## src/sv/rrts_pkg.sv

```systemverilog
package rrts_pkg;

    localparam int THREADS_DEF = 16;

    localparam logic [7:0] MAIN_PRIO = 8'd31;

    localparam logic [1:0] REQ_START    = 2'd0;
    localparam logic [1:0] REQ_SCHEDULE = 2'd1;
    localparam logic [1:0] REQ_BLOCK    = 2'd2;
    localparam logic [1:0] REQ_UNBLOCK  = 2'd3;

    localparam logic [1:0] ERR_OK          = 2'd0;
    localparam logic [1:0] ERR_QUEUED      = 2'd1;
    localparam logic [1:0] ERR_EMPTY       = 2'd2;
    localparam logic [1:0] ERR_NOT_BLOCKED = 2'd3;

    localparam logic [1:0] BST_WAITING = 2'd1;
    localparam logic [1:0] BST_HANGING = 2'd2;

    typedef logic [2:0] t_status;

    localparam t_status ST_RUNNING = 3'd0;
    localparam t_status ST_READY   = 3'd1;
    localparam t_status ST_BLOCKED = 3'd2;
    localparam t_status ST_WAITING = 3'd3;
    localparam t_status ST_HANGING = 3'd4;

    typedef struct packed {
        logic [1:0] req_type;
        logic [3:0] thread_id;
        logic [7:0] priority_req;
        logic [1:0] block_status;
    } t_req;

    typedef struct packed {
        logic [3:0] running_id;
        logic       switched;
        logic [1:0] error;
        logic [4:0] ready_count;
    } t_res;

    typedef struct packed {
        t_status    status;
        logic [7:0] prio;
        logic [7:0] slice;
        logic       queued;
    } t_tcb;

    localparam t_tcb MAIN_TCB = '{status: ST_RUNNING, prio: MAIN_PRIO, slice: MAIN_PRIO,
                                  queued: 1'b0};
    localparam t_tcb IDLE_TCB = '{status: ST_BLOCKED, prio: 8'd0, slice: 8'd0,
                                  queued: 1'b0};

    typedef enum logic [2:0] {
        S_IDLE = 3'b001,
        S_EXEC = 3'b010,
        S_WB   = 3'b100
    } t_state;

endpackage

```

## src/sv/rrts_stream_if.sv

```systemverilog
interface rrts_stream_if #(
    parameter type T = logic
);
    logic valid;
    logic ready;
    T     data;

    modport source (output valid, output data, input ready);
    modport sink   (input valid, input data, output ready);
endinterface

```

## src/sv/round_robin_thread_scheduler_top.sv

```systemverilog
// Channel   Dir  Payload                                              Transfer
// i_req     in   req_type, thread_id, priority_req, block_status      valid && ready
// o_res     out  running_id, switched, error, ready_count             valid && ready
//
// One request at a time: start, unblock and failed requests pass through S_IDLE and S_EXEC;
// a schedule or block that pops a thread other than the one first read also passes S_WB,
// because reads of the thread table are registered.
// Synchronous active-low reset; table entries return to reset values via valid bits.
// While o_res stalls, the next result parks in a skid slot and i_req holds off until it drains.
module round_robin_thread_scheduler_top
    import rrts_pkg::*;
#(
    parameter int THREADS = THREADS_DEF
) (
    input  logic                 i_clk,
    input  logic                 i_rst_n,
    rrts_stream_if.sink          i_req,
    rrts_stream_if.source        o_res
);

    localparam int IW = (THREADS > 1) ? $clog2(THREADS) : 1;
    localparam int CW = $clog2(THREADS + 1);
    localparam int SW = CW + 1;

    t_tcb            r_tbl_mem [THREADS];
    logic [IW-1:0]   r_rq_mem  [THREADS];
    logic [THREADS-1:0] r_vld;

    t_state          r_state, n_state;
    t_req            r_req;
    t_req            req_in;
    logic [IW-1:0]   r_a1;
    logic [IW-1:0]   r_next;
    logic [IW-1:0]   r_cur, n_cur;
    logic [IW-1:0]   r_head, n_head;
    logic [CW-1:0]   r_cnt, n_cnt;

    t_tcb            r_tbl_q;
    logic            r_rd_vld;
    logic            r_rd_zero;
    logic [IW-1:0]   r_q_q;
    t_tcb            tbl_d;

    logic            accept;
    logic [IW-1:0]   tid_in_idx;
    logic [IW-1:0]   a1_in;
    logic            tid_ok;
    logic            cnt_full;
    logic [SW-1:0]   pos_sum;
    logic [IW-1:0]   tail_pos;
    logic [IW-1:0]   head_inc;
    logic [IW-1:0]   head_dec;
    logic [CW-1:0]   cnt_mid;
    t_status         blk_st;

    logic            base_wen;
    t_tcb            base_wdata;
    logic            pop;
    logic            merge;
    logic [IW-1:0]   nxt;
    logic [1:0]      err;
    logic            sw;

    logic            tbl_wen;
    logic [IW-1:0]   tbl_waddr;
    t_tcb            tbl_wdata;
    logic            tbl_ren;
    logic [IW-1:0]   tbl_raddr;
    logic            q_wen;
    logic [IW-1:0]   q_waddr;
    logic [IW-1:0]   q_wdata;

    logic            res_fire;
    t_res            res;
    logic            out_free;
    logic            r_out_vld;
    t_res            r_out;
    logic            r_pend;
    t_res            r_pend_data;

    assign req_in      = i_req.data;
    assign i_req.ready = (r_state == S_IDLE) && !r_pend;
    assign accept      = i_req.valid && i_req.ready;

    assign tid_in_idx  = IW'(req_in.thread_id);
    assign a1_in       = (req_in.req_type == REQ_START || req_in.req_type == REQ_UNBLOCK) ?
                         tid_in_idx : r_cur;

    assign tid_ok   = 32'(r_req.thread_id) < 32'(THREADS);
    assign cnt_full = r_cnt == CW'(THREADS);
    assign pos_sum  = SW'(r_head) + SW'(r_cnt);
    assign tail_pos = (pos_sum >= SW'(THREADS)) ? IW'(pos_sum - SW'(THREADS)) : IW'(pos_sum);
    assign head_inc = (r_head == IW'(THREADS - 1)) ? '0 : r_head + IW'(1);
    assign head_dec = (r_head == '0) ? IW'(THREADS - 1) : r_head - IW'(1);

    always_comb begin
        if (r_rd_vld) begin
            tbl_d = r_tbl_q;
        end else if (r_rd_zero) begin
            tbl_d = MAIN_TCB;
        end else begin
            tbl_d = IDLE_TCB;
        end
    end

    always_comb begin
        unique case (r_req.block_status)
            BST_WAITING: blk_st = ST_WAITING;
            BST_HANGING: blk_st = ST_HANGING;
            default:     blk_st = ST_BLOCKED;
        endcase
    end

    always_comb begin
        base_wen   = 1'b0;
        base_wdata = tbl_d;
        q_wen      = 1'b0;
        q_waddr    = tail_pos;
        q_wdata    = r_a1;
        n_head     = r_head;
        n_cnt      = r_cnt;
        cnt_mid    = r_cnt;
        pop        = 1'b0;
        nxt        = r_q_q;
        err        = ERR_OK;
        sw         = 1'b0;
        unique case (r_req.req_type)
            REQ_START: begin
                if (!tid_ok || tbl_d.queued || r_a1 == r_cur || cnt_full) begin
                    err = ERR_QUEUED;
                end else begin
                    base_wen   = 1'b1;
                    base_wdata = '{status: ST_READY, prio: r_req.priority_req,
                                   slice: r_req.priority_req, queued: 1'b1};
                    q_wen      = 1'b1;
                    n_cnt      = r_cnt + CW'(1);
                end
            end
            REQ_SCHEDULE: begin
                if (tbl_d.status == ST_RUNNING && !tbl_d.queued && !cnt_full) begin
                    base_wen   = 1'b1;
                    base_wdata = '{status: ST_READY, prio: tbl_d.prio, slice: tbl_d.prio,
                                   queued: 1'b1};
                    q_wen      = 1'b1;
                    cnt_mid    = r_cnt + CW'(1);
                end
                if (cnt_mid == '0) begin
                    err = ERR_EMPTY;
                end else begin
                    pop    = 1'b1;
                    sw     = 1'b1;
                    nxt    = (r_cnt == '0) ? r_cur : r_q_q;
                    n_head = head_inc;
                    n_cnt  = cnt_mid - CW'(1);
                end
            end
            REQ_BLOCK: begin
                if (r_cnt == '0) begin
                    err = ERR_EMPTY;
                end else begin
                    base_wen          = 1'b1;
                    base_wdata.status = blk_st;
                    pop               = 1'b1;
                    sw                = 1'b1;
                    n_head            = head_inc;
                    n_cnt             = r_cnt - CW'(1);
                end
            end
            REQ_UNBLOCK: begin
                if (!tid_ok || !(tbl_d.status == ST_BLOCKED || tbl_d.status == ST_WAITING ||
                                 tbl_d.status == ST_HANGING)) begin
                    err = ERR_NOT_BLOCKED;
                end else if (tbl_d.queued || cnt_full) begin
                    err = ERR_QUEUED;
                end else begin
                    base_wen          = 1'b1;
                    base_wdata.status = ST_READY;
                    base_wdata.queued = 1'b1;
                    q_wen             = 1'b1;
                    q_waddr           = head_dec;
                    n_head            = head_dec;
                    n_cnt             = r_cnt + CW'(1);
                end
            end
            default: begin
                err = ERR_OK;
            end
        endcase
    end

    assign merge = pop && (nxt == r_a1);
    assign n_cur = pop ? nxt : r_cur;

    always_comb begin
        tbl_wen   = 1'b0;
        tbl_waddr = r_a1;
        tbl_wdata = base_wdata;
        unique case (r_state)
            S_EXEC: begin
                tbl_wen = base_wen || merge;
                if (merge) begin
                    tbl_wdata = '{status: ST_RUNNING, prio: base_wdata.prio,
                                  slice: base_wdata.slice, queued: 1'b0};
                end
            end
            S_WB: begin
                tbl_wen   = 1'b1;
                tbl_waddr = r_next;
                tbl_wdata = '{status: ST_RUNNING, prio: tbl_d.prio, slice: tbl_d.slice,
                              queued: 1'b0};
            end
            default: begin
                tbl_wen = 1'b0;
            end
        endcase
    end

    assign tbl_ren   = accept || (r_state == S_EXEC && pop && !merge);
    assign tbl_raddr = (r_state == S_IDLE) ? a1_in : nxt;

    always_comb begin
        unique case (r_state)
            S_IDLE:  n_state = accept ? S_EXEC : S_IDLE;
            S_EXEC:  n_state = (pop && !merge) ? S_WB : S_IDLE;
            S_WB:    n_state = S_IDLE;
            default: n_state = S_IDLE;
        endcase
    end

    assign res_fire = r_state == S_EXEC;
    assign res      = '{running_id: 4'(n_cur), switched: sw, error: err,
                        ready_count: 5'(n_cnt)};
    assign out_free = !r_out_vld || o_res.ready;

    always_ff @(posedge i_clk) begin
        if (tbl_wen) begin
            r_tbl_mem[tbl_waddr] <= tbl_wdata;
        end
        if (tbl_ren) begin
            r_tbl_q   <= r_tbl_mem[tbl_raddr];
            r_rd_vld  <= r_vld[tbl_raddr] && !(tbl_wen && tbl_waddr == tbl_raddr);
            r_rd_zero <= tbl_raddr == '0;
        end
        if (res_fire && q_wen) begin
            r_rq_mem[q_waddr] <= q_wdata;
        end
        if (accept) begin
            r_q_q <= r_rq_mem[r_head];
            r_req <= req_in;
            r_a1  <= a1_in;
        end
        if (res_fire) begin
            r_next <= nxt;
        end
    end

    always_ff @(posedge i_clk) begin
        if (!i_rst_n) begin
            r_state <= S_IDLE;
            r_vld   <= '0;
            r_cur   <= '0;
            r_head  <= '0;
            r_cnt   <= '0;
        end else begin
            r_state <= n_state;
            if (tbl_wen) begin
                r_vld[tbl_waddr] <= 1'b1;
            end
            if (res_fire) begin
                r_cur  <= n_cur;
                r_head <= n_head;
                r_cnt  <= n_cnt;
            end
        end
    end

    always_ff @(posedge i_clk) begin
        if (!i_rst_n) begin
            r_out_vld <= 1'b0;
            r_pend    <= 1'b0;
        end else if (out_free) begin
            if (res_fire) begin
                r_out_vld <= 1'b1;
            end else if (r_pend) begin
                r_out_vld <= 1'b1;
                r_pend    <= 1'b0;
            end else begin
                r_out_vld <= 1'b0;
            end
        end else if (res_fire) begin
            r_pend <= 1'b1;
        end
    end

    always_ff @(posedge i_clk) begin
        if (out_free) begin
            if (res_fire) begin
                r_out <= res;
            end else if (r_pend) begin
                r_out <= r_pend_data;
            end
        end else if (res_fire) begin
            r_pend_data <= res;
        end
    end

    assign o_res.valid = r_out_vld;
    assign o_res.data  = r_out;

endmodule

```

## src/flat_wrapper.sv

```systemverilog
// flat-port wrapper written by rule: the top's interface ports become plain ports
module round_robin_thread_scheduler_top_flat import rrts_pkg::*;
#(
    parameter int THREADS = THREADS_DEF
)
  (i_clk, i_rst_n, i_req_valid, i_req_data, i_req_ready, o_res_valid, o_res_data, o_res_ready);
  rrts_stream_if #(.T(t_req)) i_req_i ();
  rrts_stream_if #(.T(t_res)) o_res_i ();
  input  logic i_clk;
  input  logic i_rst_n;
  input wire logic [$bits(i_req_i.valid)-1:0] i_req_valid;
  input wire logic [$bits(i_req_i.data)-1:0] i_req_data;
  output wire logic [$bits(i_req_i.ready)-1:0] i_req_ready;
  output wire logic [$bits(o_res_i.valid)-1:0] o_res_valid;
  output wire logic [$bits(o_res_i.data)-1:0] o_res_data;
  input wire logic [$bits(o_res_i.ready)-1:0] o_res_ready;
  assign i_req_i.valid = i_req_valid;
  assign i_req_i.data = i_req_data;
  assign i_req_ready = i_req_i.ready;
  assign o_res_valid = o_res_i.valid;
  assign o_res_data = o_res_i.data;
  assign o_res_i.ready = o_res_ready;
  round_robin_thread_scheduler_top #(.THREADS(THREADS)) u_core (.i_clk(i_clk), .i_rst_n(i_rst_n), .i_req(i_req_i), .o_res(o_res_i));
endmodule
```

## config.mk

```make
export PLATFORM = sky130hd
export DESIGN_NAME = round_robin_thread_scheduler_top_flat
export DESIGN_NICKNAME = d
export VERILOG_FILES = /design/src/sv/rrts_pkg.sv /design/src/sv/rrts_stream_if.sv /design/src/sv/round_robin_thread_scheduler_top.sv /design/src/flat_wrapper.sv
export SDC_FILE = /design/constraint.sdc
export NUM_CORES = 1
export LEC_CHECK = 0
export BUFFER_PORTS_ARGS = -buffer_cell sky130_fd_sc_hd__buf_2
export CAP_MARGIN = 10
export CORE_AREA = 2 2 153 155
export CTS_BUF_LIST = sky130_fd_sc_hd__clkbuf_2
export DETAILED_ROUTE_END_ITERATION = 10
export DIE_AREA = 0 0 155 157
export PLACE_DENSITY = 0.59
export SKIP_CTS_REPAIR_TIMING = 1
export SLEW_MARGIN = 20
export SYNTH_ARGS = -nofsm -noshare
export SYNTH_HDL_FRONTEND = slang
export SYNTH_SLANG_ARGS = --single-unit
```

## constraint.sdc

```tcl
create_clock -name i_clk -period 5.3 [get_ports i_clk]
set_input_delay 0.265 -clock i_clk [delete_from_list [all_inputs] [get_ports i_clk]]
set_output_delay 0.265 -clock i_clk [all_outputs]
set_load 0.01 [all_outputs]
```

; After elaboration in Yosys (flattened, before gate mapping)
; Memories as Yosys holds them, arrays and structs flattened. A register that Yosys moved wholly into a read port is not among the register bits.
; Cells that the tools add are included.
[totals]
ff_bits = 80
ramBits = 384
input_bits = 20
out_inout_bits = 14
memories = 2
[mem_list]
columns = name, words, width, read_ports, rd_clocked_by_memory_dff, write_ports, line_no
row1 = u_core.r_tbl_mem, 16, 20, 1, 1, 1, round_robin_thread_scheduler_top.sv:25  ; t_tcb r_tbl_mem [THREADS];
row2 = u_core.r_rq_mem, 16, 4, 1, 1, 1, round_robin_thread_scheduler_top.sv:26  ; logic [IW-1:0] r_rq_mem [THREADS];
[op_classes]
n_addsub = 7
n_lt_le_gt_ge = 4
n_eq_ne = 22
mux = 75
n_bitwise = 2
n_reduce_logical = 41
[op_table]
columns = cell, count
row1 = $mux 20, 4
row2 = $mux 4, 17
row3 = $pmux 20 s2, 1
row4 = $mux 5, 7
row5 = $pmux 16 s2, 1
row6 = $mux 12, 2
row7 = $mux 1, 21
row8 = $pmux 5 s4, 1
row9 = $mux 19, 1
row10 = $or 16x16->16, 1
row11 = $eq 4x4->1, 3
row12 = $logic_and 1x1->1, 12
row13 = $mux 3, 4
row14 = $pmux 3 s2, 2
row15 = $pmux 3 s4, 1
row16 = $pmux 4 s3, 1
row17 = $logic_not 5->1, 2
row18 = $lt 4x5->1 const B, 2
row19 = $sub 5x1->5 const B, 2
row20 = $eq 3x2->1 const B, 3
row21 = $logic_or 1x1->1, 9
row22 = $eq 2x2->1 const B, 4
row23 = $logic_not 4->1, 2
row24 = $mux 2, 4
row25 = 27 further kinds, 44

; Logic depth before layout (Yosys ltp)
; Gate-level depths: netlist of the first run.
[logic_depth]
word_depth = 17
depth_mapped = 15

; Worst setup path before layout of the first run
; No wires, ideal clock.
[synth_path]
kind = register to register
start = register u_core.r_cnt[0]
end = memory u_core.r_tbl_mem[0][17] (netlist bit) (data pin)
setup_ns = 0.352
arrival_time_ns = 3.619
required_ns = 4.948
slack_ns = 1.328
path_stages_with_launch = 13
period_less_slack_ns = 3.972
cell_sequence = dfxtp_1 > inv_1 > ha_1 > nand4bb_1 > o211ai_1 > xnor2_1 > ha_1 > a31oi_4 > mux2i_2 > xnor2_1 > a2111oi_4 > a31o_2 > a311oi_1
[synth_lines]
columns = element, line_no
row1 = from (decl), round_robin_thread_scheduler_top.sv:36  ; logic [CW-1:0] r_cnt, n_cnt;
row2 = from (signal assigned), round_robin_thread_scheduler_top.sv:272  ; r_cnt <= n_cnt;
row3 = to (decl), round_robin_thread_scheduler_top.sv:25

; Worst setup path in the final report of the first run
[layout_path]
start = register u_core.r_cnt[0]
end = memory u_core.r_tbl_mem[6][17] (netlist bit) (enable)
[layout_via]
elab_chain_cells = 14
word_cells_on_any_way = 27
classes_between = add/sub: 1 / eq/ne: 2 / mux: 16 / reduce/logical: 8
[layout_lines]
columns = element, line_no
row1 = "parallel branches: the longest is 10 deep, another holds $add 5x1->5", n/a
row2 = $logic_or 1x1->1 *, round_robin_thread_scheduler_top.sv:200  ; tbl_wen = base_wen || merge;
row3 = $pmux 1 s2 *, round_robin_thread_scheduler_top.sv:198  ; unique case (r_state)
row4 = $mux 1 *, round_robin_thread_scheduler_top.sv:236  ; if (tbl_wen) begin
row5 = $mux 1 (implied by the code) *, round_robin_thread_scheduler_top.sv:237  ; r_tbl_mem[tbl_waddr] <= tbl_wdata;
; Mark *: on every way between the ends. The select of a mux whose other input is x is not followed.

==> qor.txt, run 1 <==
Multiplexer share of the synthesized area -> 13.72%
Reg clk slew, reported paths -> 90 ps
CTS root buffer -> clkbuf_2
First drt pass iteration count -> 4
Leakage -> 0.003943 uW
Share of layout cells above drive strength 1 -> 19.42%
Fin nets -> 860
First-pass GRT wire length -> 34.35 mm
Clock insertion delay at the later pin of the skew report -> 830 ps
Status -> completed
Top cell type by total area after synthesis -> edfxtp_1
DR vias -> 6308
Die W -> 155 um
Top FF cell, synth -> edfxtp_1
Pint -> 2397 uW
Die Ht -> 157 um
Post-synth EDFFs -> 174
Synth Area in Adders -> 2.113%
Setup TNS -> 0 ps
Antenna viol nets, final -> 0
Register bit count reported by yosys -> 208
Fmax -> 209.8 MHz
Row count -> 55
Vias in the first global route -> 6424
Crit path launch -> u_core.r_cnt[0]$_SDFFE_PN0P_
Avg WL per Cell -> 19.15 um
Max VDD drop -> 148.1 uV
# IOs -> 34
Cell count after placement -> 1043
Relative slew margins -> 34.07%
Setup crit end kind -> register
Final Max Tran Viols -> 0
Hold_ws -> 204.4 ps
Clock Power Share -> 31.1%
Hpwl dp -> 15.16 mm
GR Util All Layers -> 18.40%
Die Area -> 24340 um^2
Reg2reg start -> u_core.r_cnt[0]$_SDFFE_PN0P_
Fillers -> 1962
H-tree levels -> 2
Unrepaired setup endpoints after global routing -> false
Switching Share -> 27.73%
Area contributors post-synth -> edfxtp_1, mux2i_1, dfxtp_1, mux4_2, nor2_1
Worst Setup Start Kind -> register
Critical path class -> reg -> reg
Skew final -> 105.4 ps
PwrDens -> 304.3 nW/um^2
Crit Path Max Fanout -> 10
Core region area -> 22500 um^2
Initial DRC Count -> 400
Top cells by count, synth -> edfxtp_1, mux2i_1, nor2_1
DP Worst Slack -> 607.2 ps
IO buf count -> 25
Hold Crit Class -> in -> reg
Via density -> 5.480
Crit Reg-Reg Endpoint -> u_core.r_tbl_mem[6][17]$_DFFE_PP_
Utilization after layout -> 48.44%
Share of power burned in registers -> 55.8%
Fraction of synthesized cell area in xor and xnor cells -> 2.304%
GRT Residual Overflow -> 0
Worst slew pin tran -> 985.3 ps
Clock buffer depth -> 3
Drt drc -> 0
Non-filler cells, final -> 1151
Cell Area, Synth -> 9831 um^2
Comb power frac -> 13.1%
Total CTS buffers -> 52
Yosys cell types -> 69
Layout area overhead -> 10.88%
Compound-Gate Fraction of Synth Area -> 9.851%
CTS Sinks -> 208
Final WS setup -> 533.8 ps
Switching pwr -> 919.8 uW
Synth Instances -> 752
Worst r2r path cells -> 12
Most frequent cell after synthesis -> edfxtp_1
Max-cap viol count -> 0
Final wirelength -> 22.05 mm
Synth warn -> 0
Largest net degree at the start of global routing -> 31
Worst endpoint data arrival time -> 5140 ps
Final setup fails -> 0
Register area share after synthesis -> 60.07%
Critical Path Sink -> u_core.r_tbl_mem[6][17]$_DFFE_PP_
Post-Synth Simple-Gate Area -> 9.622%
Mean Syn Cell Area -> 13.07 um^2
Placer Congestion -> 0.8790
Largest family of logic cells by synthesized area -> multiplexers
Req. time, crit path -> 5670 ps
Initial Util -> 43.69%
CTS tree -> built
Hold Violations, Final -> 0
Async SR Flop Fraction -> 0%
Synth Net Count -> 788
Initial antenna violation count -> 1
Area share of the largest cell type after synthesis -> 53.15%
Crit path time final -> 4766 ps
Period utilisation layout -> 89.93%
R2R setup slack -> 530 ps
==> registers in the layout, summed over array words and instances (netlist names) <==
register            flops
u_core.o_res.data      12
u_core.o_res.valid      1
u_core.q_wdata          4
u_core.r_cnt            5
u_core.r_cur            4
u_core.r_head           4
u_core.r_next           4
u_core.r_pend           1
u_core.r_pend_data     12
u_core.r_q_q            4
u_core.r_rd_vld         1
u_core.r_rd_zero        1
u_core.r_req            4
u_core.r_rq_mem        64
u_core.r_state          3
u_core.r_tbl_mem       64
u_core.r_tbl_q          4
u_core.r_vld           16
==> cells by family (layout without fill, tap and decap cells) <==
group | after synthesis | count (layout)
flops | 208 | 208
simple gates | 207 | 207
compound gates | 132 | 132
mux | 109 | 109
buf+inv | 55 | 168
xor+xnor | 25 | 25
fa+ha+maj | 16 | 16
other cells | 0 | 1
==> cell type report <==
cell class                 count  area (um^2)  share of cell area, %
clock inverter                11        48.80                 0.4477
timing repair buffer          50        355.3                  3.260
clock buffer                  84        420.4                  3.857
tap                          285        356.6                  3.271
sequential                   208         5906                  54.18
antenna                        1        2.502                0.02296
multi-input combinational    489         3725                  34.17
inverter                      23        86.33                 0.7920
==> critical path, stage by stage, from the launching register on <==
cell,delay (ps)
dfxtp_1,550
inv_1,210
ha_1,280
nand4bb_1,270
o211ai_1,290
xnor2_1,230
ha_1,330
a31oi_4,280
mux2i_2,430
xnor2_1,160
a2111oi_4,590
a31oi_1,320
nor2_1,460
==> worst min path at each step <==
| stage | from | end | slack [ps] | cells after the start |
|---|---|---|---|---|
| after detailed placement | i_req_data[0] | u_core.r_req[0]$_DFFE_PP_ | 450 | 1 |
| after floorplan | i_req_data[0] | u_core.r_req[0]$_DFFE_PP_ | 360 | 0 |
| after global routing | i_req_data[14] | u_core.r_req[14]$_DFFE_PP_ | 120 | 2 |
| after CTS | i_req_data[14] | u_core.r_req[14]$_DFFE_PP_ | -430 | 1 |
| after global placement | u_core.r_vld[2]$_SDFFE_PN0N_ | u_core.r_vld[2]$_SDFFE_PN0N_ | 450 | 1 |
| final | i_req_data[15] | u_core.r_req[15]$_DFFE_PP_ | 200 | 2 |
==> through the flow <==
| stage | power [uW] | area, um^2 |
|---|---|---|
| floorplan | 2171 | 9831 |
| global placement | 2305 | 10310 |
| detailed placement | 2314 | 10310 |
| CTS | 3359 | 10780 |
| global route | 3501 | 10900 |
| finish | 3317 | 10900 |
==> power by group through the flow <==
| stage | clock, uW | combinational (uW) | sequential (uW) |
|---|---|---|---|
| after detailed placement | 0 | 426 | 1890 |
| after global placement | 0 | 419 | 1890 |
| after floorplan | 0 | 295 | 1880 |
| after global routing | 1180 | 469 | 1850 |
| final | 1030 | 434 | 1850 |
| after CTS | 1080 | 428 | 1850 |
==> metal layers <==
metal	part of all wire, %	wire [um]	global-route usage, %
met5	0	0	0
met2	47	10450	30.65
met4	1.9	415	6.085
met3	5.9	1311	3.965
met1	45	9870	24.08
==> placed cells by master (no fill, tap or decap), types with 6 or more instances in the layout <==
| master | count |
|---|---|
| buf_2 | 25 |
| xor2_1 | 8 |
| buf_4 | 12 |
| inv_1 | 22 |
| mux4_2 | 20 |
| nor3_1 | 9 |
| dlygate4sd3_1 | 12 |
| clkinv_1 | 10 |
| ha_1 | 15 |
| o21ai_0 | 19 |
| a211oi_1 | 7 |
| xnor2_1 | 16 |
| mux2i_1 | 84 |
| dfxtp_1 | 34 |
| nand3_1 | 6 |
| clkbuf_2 | 84 |
| nor2b_1 | 10 |
| o21a_1 | 20 |
| nor2_1 | 78 |
| nand2_1 | 68 |
| a21oi_1 | 28 |
| edfxtp_1 | 174 |
| nand2b_1 | 10 |
| a21o_1 | 7 |
Power figures use the tool's default switching activity.
==> run 2, diff against run 1 <==
--- a/config.mk
+++ b/config.mk
@@ -11,9 +11,8 @@
 export CTS_BUF_LIST = sky130_fd_sc_hd__clkbuf_2
 export DETAILED_ROUTE_END_ITERATION = 10
 export DIE_AREA = 0 0 155 157
-export PLACE_DENSITY = 0.59
+export PLACE_DENSITY = 0.61
 export SKIP_CTS_REPAIR_TIMING = 1
-export SLEW_MARGIN = 20
 export SYNTH_ARGS = -nofsm -noshare
 export SYNTH_HDL_FRONTEND = slang
 export SYNTH_SLANG_ARGS = --single-unit
==> constraint.sdc (replaced) <==
create_clock -name i_clk -period 3.9 [get_ports i_clk]
set_input_delay 0.195 -clock i_clk [delete_from_list [all_inputs] [get_ports i_clk]]
set_output_delay 0.195 -clock i_clk [all_outputs]
set_load 0.01 [all_outputs]
==> qor.txt, run 2 (synthesis results as in run 1) <==
DR vias -> 6507 (+3.2%)
Initial DRC Count -> 408 (+2.0%)
Via density -> 5.473 (-0.14%)
Worst-path cell chain -> nor4b_2, o211ai_1, mux2i_1, ha_1, buf_4, a41oi_1, o21ai_1, inv_1, buf_4, nand2_1, nor3_1, a31oi_1, nor2_1, o21a_1
First drt pass iteration count -> 5 (+1)
Fmax -> 262.6 MHz (+25%)
Share of layout cells above drive strength 1 -> 22.81% (+3.4 points)
Die W -> 155 um (unchanged)
Hold Crit Depth -> 2 (unchanged)
Setup crit end kind -> register
IO buf count -> 25 (unchanged)
CP Buf/Inv Count -> 3 (+2)
Hold Violations, Final -> 0 (unchanged)
Crit Path Max Fanout -> 8 (-2)
# IOs -> 34 (unchanged)
CTS tree -> built
DP Worst Slack -> 107.3 ps (-499.9 ps)
Placer Congestion -> 0.9066 (+3.1%)
Final wirelength -> 23.18 mm (+5.2%)
Layout area overhead -> 14.85%
H-tree levels -> 2 (unchanged)
CP delay by family, top -> compound AO/OA/AOI/OAI gates
Unrepaired setup endpoints after global routing -> true
Final Max Tran Viols -> 0 (unchanged)
Worst r2r path cells -> 14 (+2)
Utilization after layout -> 50.18% (+1.7 points)
Leakage -> 0.004183 uW (+6.1%)
Hpwl dp -> 15.95 mm (+5.2%)
Period utilisation layout -> 97.66% (+7.7 points)
Total CTS buffers -> 53 (+1.9%)
Largest registers -> u_core.r_rq_mem (64), u_core.r_tbl_mem (64), u_core.r_vld (16)
Reg clk slew, reported paths -> 100 ps (about the same)
Worst path slowest cell -> edfxtp_1
Worst slew pin tran -> 963.6 ps (-21.70 ps)
Worst endpoint data arrival time -> 4490 ps (-650 ps)
GR Util All Layers -> 19.24% (+0.85 points)
First-pass GRT wire length -> 36.02 mm (+4.9%)
Vias in the first global route -> 6635 (+3.3%)
Initial antenna violation count -> 1 (unchanged)
Status -> completed
CTS root buffer -> clkbuf_2
Crit Reg-Reg Endpoint -> u_core.r_vld[5]$_SDFFE_PN0N_
PwrDens -> 413.0 nW/um^2 (+36%)
Clock buffer depth -> 3 (unchanged)
R2R setup slack -> 90 ps (-440 ps)
Slowest stage delay, CP -> 500 ps (-90 ps)
Hold Crit Start -> i_req_data[0]
Final setup fails -> 0 (unchanged)
Fin nets -> 903 (+5.0%)
Die Ht -> 157 um (unchanged)
Row count -> 55 (unchanged)
Skew final -> 104.4 ps (-0.9590 ps)
Final WS setup -> 91.25 ps (-442.5 ps)
Crit path top cell by count -> buf_4
Worst Setup Start Kind -> register
Req. time, crit path -> 4580 ps (-1090 ps)
Critical path class -> reg -> reg
Max-cap viol count -> 0 (unchanged)
Max VDD drop -> 218.8 uV (+48%)
Clock insertion delay at the later pin of the skew report -> 830 ps (about the same)
Core region area -> 22500 um^2 (unchanged)
Hold Crit Class -> in -> reg
Die Area -> 24340 um^2 (unchanged)
Antenna viol nets, final -> 0 (unchanged)
Most frequent cells in the layout -> edfxtp_1, mux2i_1, nor2_1, clkbuf_2, nand2_1
Relative slew margins -> 35.52% (+1.5 points)
Reg2reg start -> u_core.r_rd_vld$_DFFE_PP_
GRT Residual Overflow -> 0 (unchanged)
Initial Util -> 43.69% (unchanged)
Drt drc -> 0 (unchanged)
Pwr Total -> 4663 uW (+41%)
Most common cell after layout, fill and taps aside -> edfxtp_1
Crit path time final -> 3809 ps (-957.5 ps)
CTS Sinks -> 208 (unchanged)
Largest net degree at the start of global routing -> 40 (+29%)
Hold Crit Endpoint -> u_core.r_req[0]$_DFFE_PP_
Avg WL per Cell -> 19.50 um (+1.8%)
[run 2: through the flow]
stage | instances | hold WS [ps] | TNS [ps] | instance area, um^2
global route | 1189 | 22.79 | -1272 | 11290
CTS | 1174 | -518.1 | 0 | 11120
detailed placement | 1083 | 374.7 | 0 | 10620
finish | 1189 | 94.23 | 0 | 11290
global placement | 1083 | 376.6 | 0 | 10620
floorplan | 752 | 293.9 | 0 | 9842
[run 2: how the worst max path moves through the flow]
stage,from,end,slack [ps],depth (start not counted)
floorplan,u_core.r_cnt[0]$_SDFFE_PN0P_,u_core.r_tbl_mem[15][0]$_DFFE_PP_,180,12
global placement,u_core.r_tbl_q[17]$_DFFE_PP_,u_core.r_rd_vld$_DFFE_PP_,200,12
detailed placement,u_core.r_rd_vld$_DFFE_PP_,u_core.r_rd_vld$_DFFE_PP_,110,12
CTS,u_core.r_rd_vld$_DFFE_PP_,u_core.r_tbl_mem[10][19]$_DFFE_PP_,60,10
global route,u_core.r_rd_vld$_DFFE_PP_,u_core.r_tbl_mem[5][19]$_DFFE_PP_,-60,13
finish,u_core.r_rd_vld$_DFFE_PP_,u_core.r_vld[5]$_SDFFE_PN0N_,90,14
[run 2: worst register-to-register path: stages (launching register included)]
cell and delay (ps):
edfxtp_1 500, nor4b_2 230, o211ai_1 420, mux2i_1 300, ha_1 270, buf_4 160
a41oi_1 130, o21ai_1 270, inv_1 90, buf_4 160, nand2_1 140, nor3_1 80
a31oi_1 450, nor2_1 250, o21a_1 220
[run 2: final cells by class]
| class | count | area [um^2] |
|---|---|---|
| tap | 285 | 356.6 |
| inverter | 23 | 86.33 |
| clock inverter | 21 | 145.1 |
| fill | 1961 | 11210 |
| sequential | 208 | 5906 |
| multi-input combinational | 489 | 3761 |
| timing repair buffer | 92 | 683.2 |
| clock buffer | 70 | 350.3 |
| antenna | 1 | 2.502 |
[run 2: metal layers]
| metal | share of wire, % | global-route usage (%) |
|---|---|---|
| met3 | 6.4 | 3.772 |
| met5 | 0 | 0 |
| met2 | 48 | 32.17 |
| met4 | 1.8 | 6.085 |
| met1 | 44 | 25.45 |
[run 2: power by group]
group	switching [uW]	internal [uW]	leakage [uW]
Combinational	397	260	0.00196
Sequential	20.8	2470	0.00186
Clock	881	633	0.000362
